### src/sv/cvdp_pkg.sv
// ----------------------------------------------------------------------------
// cvdp_pkg
// Types and constants shared by the cell vote, descramble and packer block.
// ----------------------------------------------------------------------------
package cvdp_pkg;

    localparam int LUMA_SUM_W  = 15;
    localparam int PIX_CNT_W   = 7;
    localparam int AREA_W      = 4;
    localparam int CELL_IDX_W  = 6;
    localparam int THRESH_W    = 12;
    localparam int BYTE_W      = 8;
    localparam int FRAC_W      = 4;
    localparam int SCALED_W    = LUMA_SUM_W + FRAC_W;
    localparam int HASH_W      = 9;
    localparam int BITCNT_W    = 3;

    localparam logic [THRESH_W-1:0] THRESH_RESET = 12'd2048;
    localparam logic [BITCNT_W-1:0] BITCNT_LAST  = 3'd7;

    // Only the low nine bits of the hash reach bit 8, so the whole hash is
    // folded into one constant term plus two constant products.
    localparam logic [31:0] HASH_SEED   = 32'd12345;
    localparam logic [31:0] HASH_MUL    = 32'd1103515245;
    localparam logic [31:0] HASH_BASE   = HASH_SEED * HASH_MUL;
    localparam logic [31:0] HASH_MUL_SQ = HASH_MUL * HASH_MUL;
    localparam logic [31:0] HASH_CONST  = HASH_BASE * HASH_MUL_SQ;

    localparam logic [HASH_W-1:0] HASH_K0 = HASH_CONST[HASH_W-1:0];
    localparam logic [HASH_W-1:0] HASH_M1 = HASH_MUL[HASH_W-1:0];
    localparam logic [HASH_W-1:0] HASH_M2 = HASH_MUL_SQ[HASH_W-1:0];

    typedef struct packed {
        logic push;
        logic dbit;
    } bitq_wr_t;

    typedef struct packed {
        logic empty;
        logic dbit;
    } bitq_rd_t;

endpackage

### src/sv/cvdp_front.sv
// ----------------------------------------------------------------------------
// cvdp_front
// Accepts cells, holds the threshold, and classifies each cell into one
// descrambled bit.
// ----------------------------------------------------------------------------
module cvdp_front
    import cvdp_pkg::*;
(
    input  logic                  clk,
    input  logic                  rst_n,
    input  logic                  cfg_write,
    input  logic [THRESH_W-1:0]   cfg_data,
    input  logic                  push,
    output logic                  full,
    input  logic [LUMA_SUM_W-1:0] luma_sum,
    input  logic [PIX_CNT_W-1:0]  pixel_count,
    input  logic [AREA_W-1:0]     area,
    input  logic [CELL_IDX_W-1:0] cell_row,
    input  logic [CELL_IDX_W-1:0] cell_col,
    input  logic                  q_full,
    output bitq_wr_t              q_wr
);

    logic [THRESH_W-1:0] thresh_reg;
    logic                valid_reg;
    logic                valid_next;
    logic [SCALED_W-1:0] scaled_reg;
    logic [SCALED_W-1:0] scaled_next;
    logic [SCALED_W-1:0] prod_reg;
    logic [SCALED_W-1:0] prod_next;
    logic                hbit_reg;
    logic                hbit_next;
    logic [HASH_W-1:0]   hash;
    logic                accept;
    logic                move;

    assign move   = valid_reg && !q_full;
    assign full   = valid_reg && q_full;
    assign accept = push && !full;

    always_comb
    begin
        hash = HASH_K0 + HASH_W'(area) * HASH_M2 + HASH_W'(cell_row) * HASH_M1
             + HASH_W'(cell_col);
        hbit_next   = hash[HASH_W-1];
        scaled_next = {luma_sum, {FRAC_W{1'b0}}};
        prod_next   = SCALED_W'(thresh_reg) * SCALED_W'(pixel_count);
        valid_next  = accept || (valid_reg && !move);
    end

    always_ff @(posedge clk or negedge rst_n)
    begin
        if (!rst_n)
        begin
            thresh_reg <= THRESH_RESET;
            valid_reg  <= 1'b0;
        end
        else
        begin
            if (cfg_write)
            begin
                thresh_reg <= cfg_data;
            end
            valid_reg <= valid_next;
        end
    end

    always_ff @(posedge clk)
    begin
        if (accept)
        begin
            scaled_reg <= scaled_next;
            prod_reg   <= prod_next;
            hbit_reg   <= hbit_next;
        end
    end

    assign q_wr.push = move;
    assign q_wr.dbit = (scaled_reg < prod_reg) ^ hbit_reg;

endmodule

### src/sv/cvdp_bitq.sv
// ----------------------------------------------------------------------------
// cvdp_bitq
// Short queue of classified bits between the front and the packer.
// ----------------------------------------------------------------------------
module cvdp_bitq
    import cvdp_pkg::*;
#(
    parameter int DEPTH = 4
)
(
    input  logic     clk,
    input  logic     rst_n,
    input  bitq_wr_t q_wr,
    output logic     q_full,
    input  logic     q_pop,
    output bitq_rd_t q_rd
);

    localparam int PTR_W = (DEPTH > 1) ? $clog2(DEPTH) : 1;
    localparam int CNT_W = $clog2(DEPTH + 1);
    localparam logic [PTR_W-1:0] PTR_LAST = PTR_W'(DEPTH - 1);
    localparam logic [CNT_W-1:0] CNT_FULL = CNT_W'(DEPTH);

    logic [DEPTH-1:0] data_reg;
    logic [PTR_W-1:0] rd_ptr_reg;
    logic [PTR_W-1:0] rd_ptr_next;
    logic [PTR_W-1:0] wr_ptr_reg;
    logic [PTR_W-1:0] wr_ptr_next;
    logic [CNT_W-1:0] count_reg;
    logic [CNT_W-1:0] count_next;
    logic             do_push;
    logic             do_pop;

    assign q_full     = (count_reg == CNT_FULL);
    assign q_rd.empty = (count_reg == '0);
    assign q_rd.dbit  = data_reg[rd_ptr_reg];
    assign do_push    = q_wr.push && !q_full;
    assign do_pop     = q_pop && !q_rd.empty;

    always_comb
    begin
        rd_ptr_next = rd_ptr_reg;
        wr_ptr_next = wr_ptr_reg;
        count_next  = count_reg;
        if (do_push)
        begin
            wr_ptr_next = (wr_ptr_reg == PTR_LAST) ? '0 : wr_ptr_reg + 1'b1;
        end
        if (do_pop)
        begin
            rd_ptr_next = (rd_ptr_reg == PTR_LAST) ? '0 : rd_ptr_reg + 1'b1;
        end
        if (do_push && !do_pop)
        begin
            count_next = count_reg + 1'b1;
        end
        else if (do_pop && !do_push)
        begin
            count_next = count_reg - 1'b1;
        end
    end

    always_ff @(posedge clk or negedge rst_n)
    begin
        if (!rst_n)
        begin
            rd_ptr_reg <= '0;
            wr_ptr_reg <= '0;
            count_reg  <= '0;
        end
        else
        begin
            rd_ptr_reg <= rd_ptr_next;
            wr_ptr_reg <= wr_ptr_next;
            count_reg  <= count_next;
        end
    end

    always_ff @(posedge clk)
    begin
        if (do_push)
        begin
            data_reg[wr_ptr_reg] <= q_wr.dbit;
        end
    end

    assert property (@(posedge clk) disable iff (!rst_n) count_reg <= CNT_FULL)
        else $error("bit queue count exceeds depth");
    assert property (@(posedge clk) disable iff (!rst_n) !(q_wr.push && q_full))
        else $error("bit queue written while full");
    assert property (@(posedge clk) disable iff (!rst_n) !(q_pop && q_rd.empty))
        else $error("bit queue read while empty");
    assert property (@(posedge clk) disable iff (!rst_n)
        (do_push && !do_pop) |=> (count_reg == $past(count_reg) + 1'b1))
        else $error("bit queue count missed a write");

endmodule

### src/sv/cvdp_back.sv
// ----------------------------------------------------------------------------
// cvdp_back
// Packs queued bits MSB first and holds each finished byte for transfer.
// ----------------------------------------------------------------------------
module cvdp_back
    import cvdp_pkg::*;
(
    input  logic              clk,
    input  logic              rst_n,
    input  bitq_rd_t          q_rd,
    output logic              q_pop,
    output logic              empty,
    input  logic              pop,
    output logic [BYTE_W-1:0] data_byte
);

    logic [BYTE_W-2:0]   shift_reg;
    logic [BYTE_W-2:0]   shift_next;
    logic [BITCNT_W-1:0] cnt_reg;
    logic [BITCNT_W-1:0] cnt_next;
    logic                out_valid_reg;
    logic                out_valid_next;
    logic [BYTE_W-1:0]   data_byte_reg;
    logic [BYTE_W-1:0]   data_byte_next;
    logic                out_free;
    logic                take;
    logic                emit;

    assign out_free = !out_valid_reg || pop;
    assign take     = !q_rd.empty && ((cnt_reg != BITCNT_LAST) || out_free);
    assign emit     = take && (cnt_reg == BITCNT_LAST);
    assign q_pop    = take;

    always_comb
    begin
        shift_next     = shift_reg;
        cnt_next       = cnt_reg;
        data_byte_next = data_byte_reg;
        out_valid_next = out_valid_reg && !pop;
        if (emit)
        begin
            data_byte_next = {shift_reg, q_rd.dbit};
            out_valid_next = 1'b1;
            shift_next     = '0;
            cnt_next       = '0;
        end
        else if (take)
        begin
            shift_next = {shift_reg[BYTE_W-3:0], q_rd.dbit};
            cnt_next   = cnt_reg + 1'b1;
        end
    end

    always_ff @(posedge clk or negedge rst_n)
    begin
        if (!rst_n)
        begin
            shift_reg     <= '0;
            cnt_reg       <= '0;
            out_valid_reg <= 1'b0;
        end
        else
        begin
            shift_reg     <= shift_next;
            cnt_reg       <= cnt_next;
            out_valid_reg <= out_valid_next;
        end
    end

    always_ff @(posedge clk)
    begin
        data_byte_reg <= data_byte_next;
    end

    assign empty     = !out_valid_reg;
    assign data_byte = data_byte_reg;

    assert property (@(posedge clk) disable iff (!rst_n)
        emit |=> (cnt_reg == '0) && (shift_reg == '0) && out_valid_reg)
        else $error("packer did not restart after a byte");
    assert property (@(posedge clk) disable iff (!rst_n)
        (out_valid_reg && !pop) |-> !emit)
        else $error("packer overwrote a waiting byte");
    assert property (@(posedge clk) disable iff (!rst_n)
        (out_valid_reg && !pop) |=> out_valid_reg && $stable(data_byte_reg))
        else $error("waiting byte changed before its transfer");

endmodule

### src/sv/cell_vote_descramble_packer_core.sv
// ----------------------------------------------------------------------------
// cell_vote_descramble_packer_core
// Cell vote, descramble and byte packer for visual code data cells.
// ----------------------------------------------------------------------------
// Each cell pushed in is voted dark when 16 * luma_sum is below
// dark_threshold * pixel_count, the vote is XORed with bit 8 of the cell's
// position hash, and the bits are packed MSB first; every eighth cell yields
// one byte. A cell is accepted every cycle as long as the bit queue and the
// output byte register drain; a cell is registered in the front stage and
// its bit in the bit queue before the packer takes it, and a byte is visible
// on the cycle after its eighth bit is packed. The only stall source is a
// byte left waiting on the output. Partial bytes are kept until reset.
// ----------------------------------------------------------------------------
module cell_vote_descramble_packer_core
    import cvdp_pkg::*;
#(
    parameter int QUEUE_DEPTH = 4
)
(
    input  logic                  clk,
    input  logic                  rst_n,
    input  logic                  cfg_write,
    input  logic [THRESH_W-1:0]   cfg_data,
    input  logic                  push,
    output logic                  full,
    input  logic [LUMA_SUM_W-1:0] luma_sum,
    input  logic [PIX_CNT_W-1:0]  pixel_count,
    input  logic [AREA_W-1:0]     area,
    input  logic [CELL_IDX_W-1:0] cell_row,
    input  logic [CELL_IDX_W-1:0] cell_col,
    output logic                  empty,
    input  logic                  pop,
    output logic [BYTE_W-1:0]     data_byte
);

    bitq_wr_t q_wr;
    bitq_rd_t q_rd;
    logic     q_full;
    logic     q_pop;

    cvdp_front u_front (
        .clk         (clk),
        .rst_n       (rst_n),
        .cfg_write   (cfg_write),
        .cfg_data    (cfg_data),
        .push        (push),
        .full        (full),
        .luma_sum    (luma_sum),
        .pixel_count (pixel_count),
        .area        (area),
        .cell_row    (cell_row),
        .cell_col    (cell_col),
        .q_full      (q_full),
        .q_wr        (q_wr)
    );

    cvdp_bitq #(
        .DEPTH (QUEUE_DEPTH)
    ) u_bitq (
        .clk    (clk),
        .rst_n  (rst_n),
        .q_wr   (q_wr),
        .q_full (q_full),
        .q_pop  (q_pop),
        .q_rd   (q_rd)
    );

    cvdp_back u_back (
        .clk       (clk),
        .rst_n     (rst_n),
        .q_rd      (q_rd),
        .q_pop     (q_pop),
        .empty     (empty),
        .pop       (pop),
        .data_byte (data_byte)
    );

endmodule
### config.mk
export PLATFORM = sky130hd
export DESIGN_NAME = cell_vote_descramble_packer_core
export DESIGN_NICKNAME = d
export VERILOG_FILES = /design/src/sv/cvdp_pkg.sv /design/src/sv/cvdp_front.sv /design/src/sv/cvdp_bitq.sv /design/src/sv/cvdp_back.sv /design/src/sv/cell_vote_descramble_packer_core.sv
export SDC_FILE = /design/constraint.sdc
export NUM_CORES = 1
export LEC_CHECK = 0
export CAP_MARGIN = 15
export CORE_MARGIN = 2
export CORE_UTILIZATION = 55
export DETAILED_ROUTE_END_ITERATION = 16
export DONT_BUFFER_PORTS = 1
export GPL_TIMING_DRIVEN = 1
export PLACE_DENSITY_LB_ADDON = 0.25
export REMOVE_ABC_BUFFERS = 1
export SKIP_LAST_GASP = 1
export SLEW_MARGIN = 25
export SYNTH_ARGS = -nofsm -noshare
export SYNTH_HDL_FRONTEND = slang
export SYNTH_SLANG_ARGS = --single-unit
### constraint.sdc
create_clock -name clk -period 5.3 [get_ports clk]
set_input_delay 0 -clock clk [delete_from_list [all_inputs] [get_ports clk]]
set_output_delay 0 -clock clk [all_outputs]
set_load 0.01 [all_outputs]
==> flow_summary.ini <==
[outcome]
status = finished, final reports clean

[floorplanning]
die-area_sq_um = 13500
die_w_um = 116
die_y_um = 116
num_rows = 41
start_util_pct = 55.7
ioPinCount = 65
core_sq_um = 12500

[synthesis]
synth.top_cells.by_count = inv_1, ha_1, fa_1
synth_xor_area_share_pct = 3.66
synth_compound_gate_area_share_pct = 7.80
synth_fa_ha_area_share_pct = 36.8
async_flop_share_pct = 39.7
synth_area_leaders = fa_1, edfxtp_1, ha_1
synthDistinctLibCells = 50
synth-edff-count = 47
mappedNetlistArea_sq_um = 6940
synth_top_family_by_area = adder cells
synth_mux_area_share_pct = 3.08
ys_warn_count = 0
synth_ff_type = edfxtp_1
synth_area_leader_cell = fa_1
synth_area_per_cell_sq_um = 11.1
synth_top_area_share_pct = 20.8
synth_simple_gate_area_share_pct = 10.6
ys_seq_elements = 78
yosysMostFrequentCell = inv_1
syn_inst = 625
synth-seq-area-share_pct = 31.5

[placed_design]
dp_slack_ns = 0.838
place_congestion = 0.873
dp_hpwl_mm = 9.57
postPlaceCellArea_sq_um = 7120
dp_cells = 786
io_buffers = 0

[critical_path]
r2r_end = u_front.prod_reg[17]
worstSetupStartpointType = flop
crit_start = u_front.thresh_reg[4]
worstPathArrival_ns = 4.67
r2r_start = u_front.thresh_reg[4]
path_max_fanout = 8
path_class = flop to flop
critical_path.endpoint = u_front.prod_reg[17]
critPathCaptureType = flop
worst_ep_required_time_ns = 5.47
reg2reg_slack_ns = 0.81
r2r_cells = 15

[finish]
antennaDiodeCount = 0
nFillCells = 988
nets = 885
final_area_sq_um = 7890
drive_above_1_share_pct = 6.23
synthToLayoutAreaGrowth_pct = 13.6
largest_reg_flops = 19
final_cells = 846

[global_routing]
grtUsageTotal_pct = 19.9
antenna_found_initial = 0
grt_max_degree = 36
grt_pass1_wl_mm = 20.9
overflow = 0
grt_pass1_vias = 4570

[drt]
first_pass_iters = 4
drc_errors = 0
ant_nets = 0
wl_per_cell_um = 14.5
via_count = 4351
drtIter0Drc = 145
wl_mm = 12.2
via_per_inst = 5.14

[power_and_ir_drop]
vdd_drop_max_mv = 0.259
p_comb_share_pct = 55.3
powerDensity_nw_per_um2 = 486
clkPwrFrac_pct = 16.9
p_leak_nw = 3.76
swShare_pct = 39.4
p_sw_w = 0.00151
seqPwrFrac_pct = 27.8
p_int_w = 0.00232

[sta]
slew_viol_final = 0
maxSlewHeadroom_pct = 34.3
period_share_pct = 84.8
fin_crit_ns = 4.49
worst_clock_skew_ns = 0.00499
rsz0062_at_grt = false
fin_setup_tns_ns = 0
setup_violations = 0
worst_pin_slew_ns = 0.984
whs_ns = 0.0218
hold_violations = 0
fin_ws_ns = 0.807
max_freq_ghz = 0.223

[cts]
cts.sinks = 78
numCtsBuffers = 9
cts-root-buf = clkbuf_16
clk_pin_slew_ns = 0.06
postCtsSetupBuffers = 0
tritoncts = built
clk_latency_ns = 0.35
htree_levels = 3
clockBufferDepth = 2

[worst_hold_path]
min_path_type = input pin to flop

[flow_run]
drv_cap = 0
layer usage:
layer  GRT usage [%]  vias up  part of all wire (%)
li1                -     2154                     -
met1            26.0     2086                    46
met2            32.7       90                    48
met3            5.03       21                   4.6
met4            6.59        0                   1.6
met5               0        -                     0
what timing repair did:
| item | in CTS | in global routing |
|---|---|---|
| gates resized for setup | 0 | 0 |
| hold buffers | 44 | 0 |
| endpoints found under the hold margin | 61 | 0 |
final cells by class:
class	instances	area [sq um]	share of cell area, %
Clock inverter	6	75.1	0.952
Inverter	110	413	5.24
Timing Repair Buffer	44	450	5.71
Multi-Input combinational cell	426	4310	54.6
Sequential cell	78	2190	27.7
Tap cell	172	215	2.73
Clock buffer	10	239	3.03
power by group through the flow:
| stage | clock (W) | combinational (W) | sequential [W] |
|---|---|---|---|
| global route | 0.000682 | 0.00247 | 0.00109 |
| CTS | 0.000660 | 0.00215 | 0.00107 |
| global placement | 0 | 0.00201 | 0.00107 |
| finish | 0.000649 | 0.00212 | 0.00107 |
| floorplan | 0 | 0.00172 | 0.00104 |
| detailed placement | 0 | 0.00209 | 0.00108 |
per-stage QoR:
stage          util, %  total power, W
3_5_place_dp      57.1         0.00317
5_1_grt           63.3         0.00424
2_1_floorplan        -         0.00276
3_3_place_gp      57.1         0.00308
6_report          63.3         0.00383
4_1_cts           63.3         0.00388
placed cells by master, fill, tap and decap left out, types with 6 or more instances in the layout:
cell / netlist / routed
and2_1: 57 / 57
mux2_2: 14 / 14
dlygate4sd3_1: 0 / 43
a22o_1: 8 / 8
edfxtp_1: 47 / 47
nor2_1: 17 / 17
clkbuf_16: 0 / 9
nor3_1: 6 / 6
dfrtp_1: 30 / 30
o21ai_0: 11 / 11
xnor2_1: 22 / 22
inv_1: 110 / 110
xor2_1: 7 / 7
nand2_1: 43 / 43
fa_1: 72 / 72
ha_1: 89 / 89
a21oi_1: 15 / 15
a21o_1: 10 / 10
worst max-delay path, stage by stage, from the launching register on:
cell and delay (ns):
dfrtp_1 0.45, and2_1 0.21, fa_1 0.50, inv_1 0.05
fa_1 0.47, inv_1 0.05, fa_1 0.52, inv_1 0.05
fa_1 0.53, inv_1 0.04, ha_1 0.34, o21a_1 0.20
o21a_1 0.17, o22a_4 0.23, a41o_1 0.27, a221oi_2 0.24
kinds of logic (layout without fill, tap and decap cells):
family,count (synthesis),after routing
XOR/XNOR,29,29
multiplexers,18,18
AO/OA/AOI/OAI,76,76
AND/OR/NAND/NOR,142,142
flip-flops,78,78
buffers and inverters,121,170
adder cells (fa/ha/maj),161,161
worst min-delay path by stage:
stage                     depth (start not counted)           start             endpoint  slack [ns]
after floorplan                                   0           rst_n    u_back.cnt_reg[0]       -0.30
after global placement                            0           rst_n  u_back.shift_reg[4]       -0.29
after detailed placement                          0           rst_n  u_back.shift_reg[6]       -0.29
after CTS                                         2  pixel_count[0]  u_front.prod_reg[1]       0.003
after global routing                              2  pixel_count[1]  u_front.prod_reg[1]        0.02
final                                             2  pixel_count[0]  u_front.prod_reg[1]        0.02
Power figures use the tool's default switching activity.
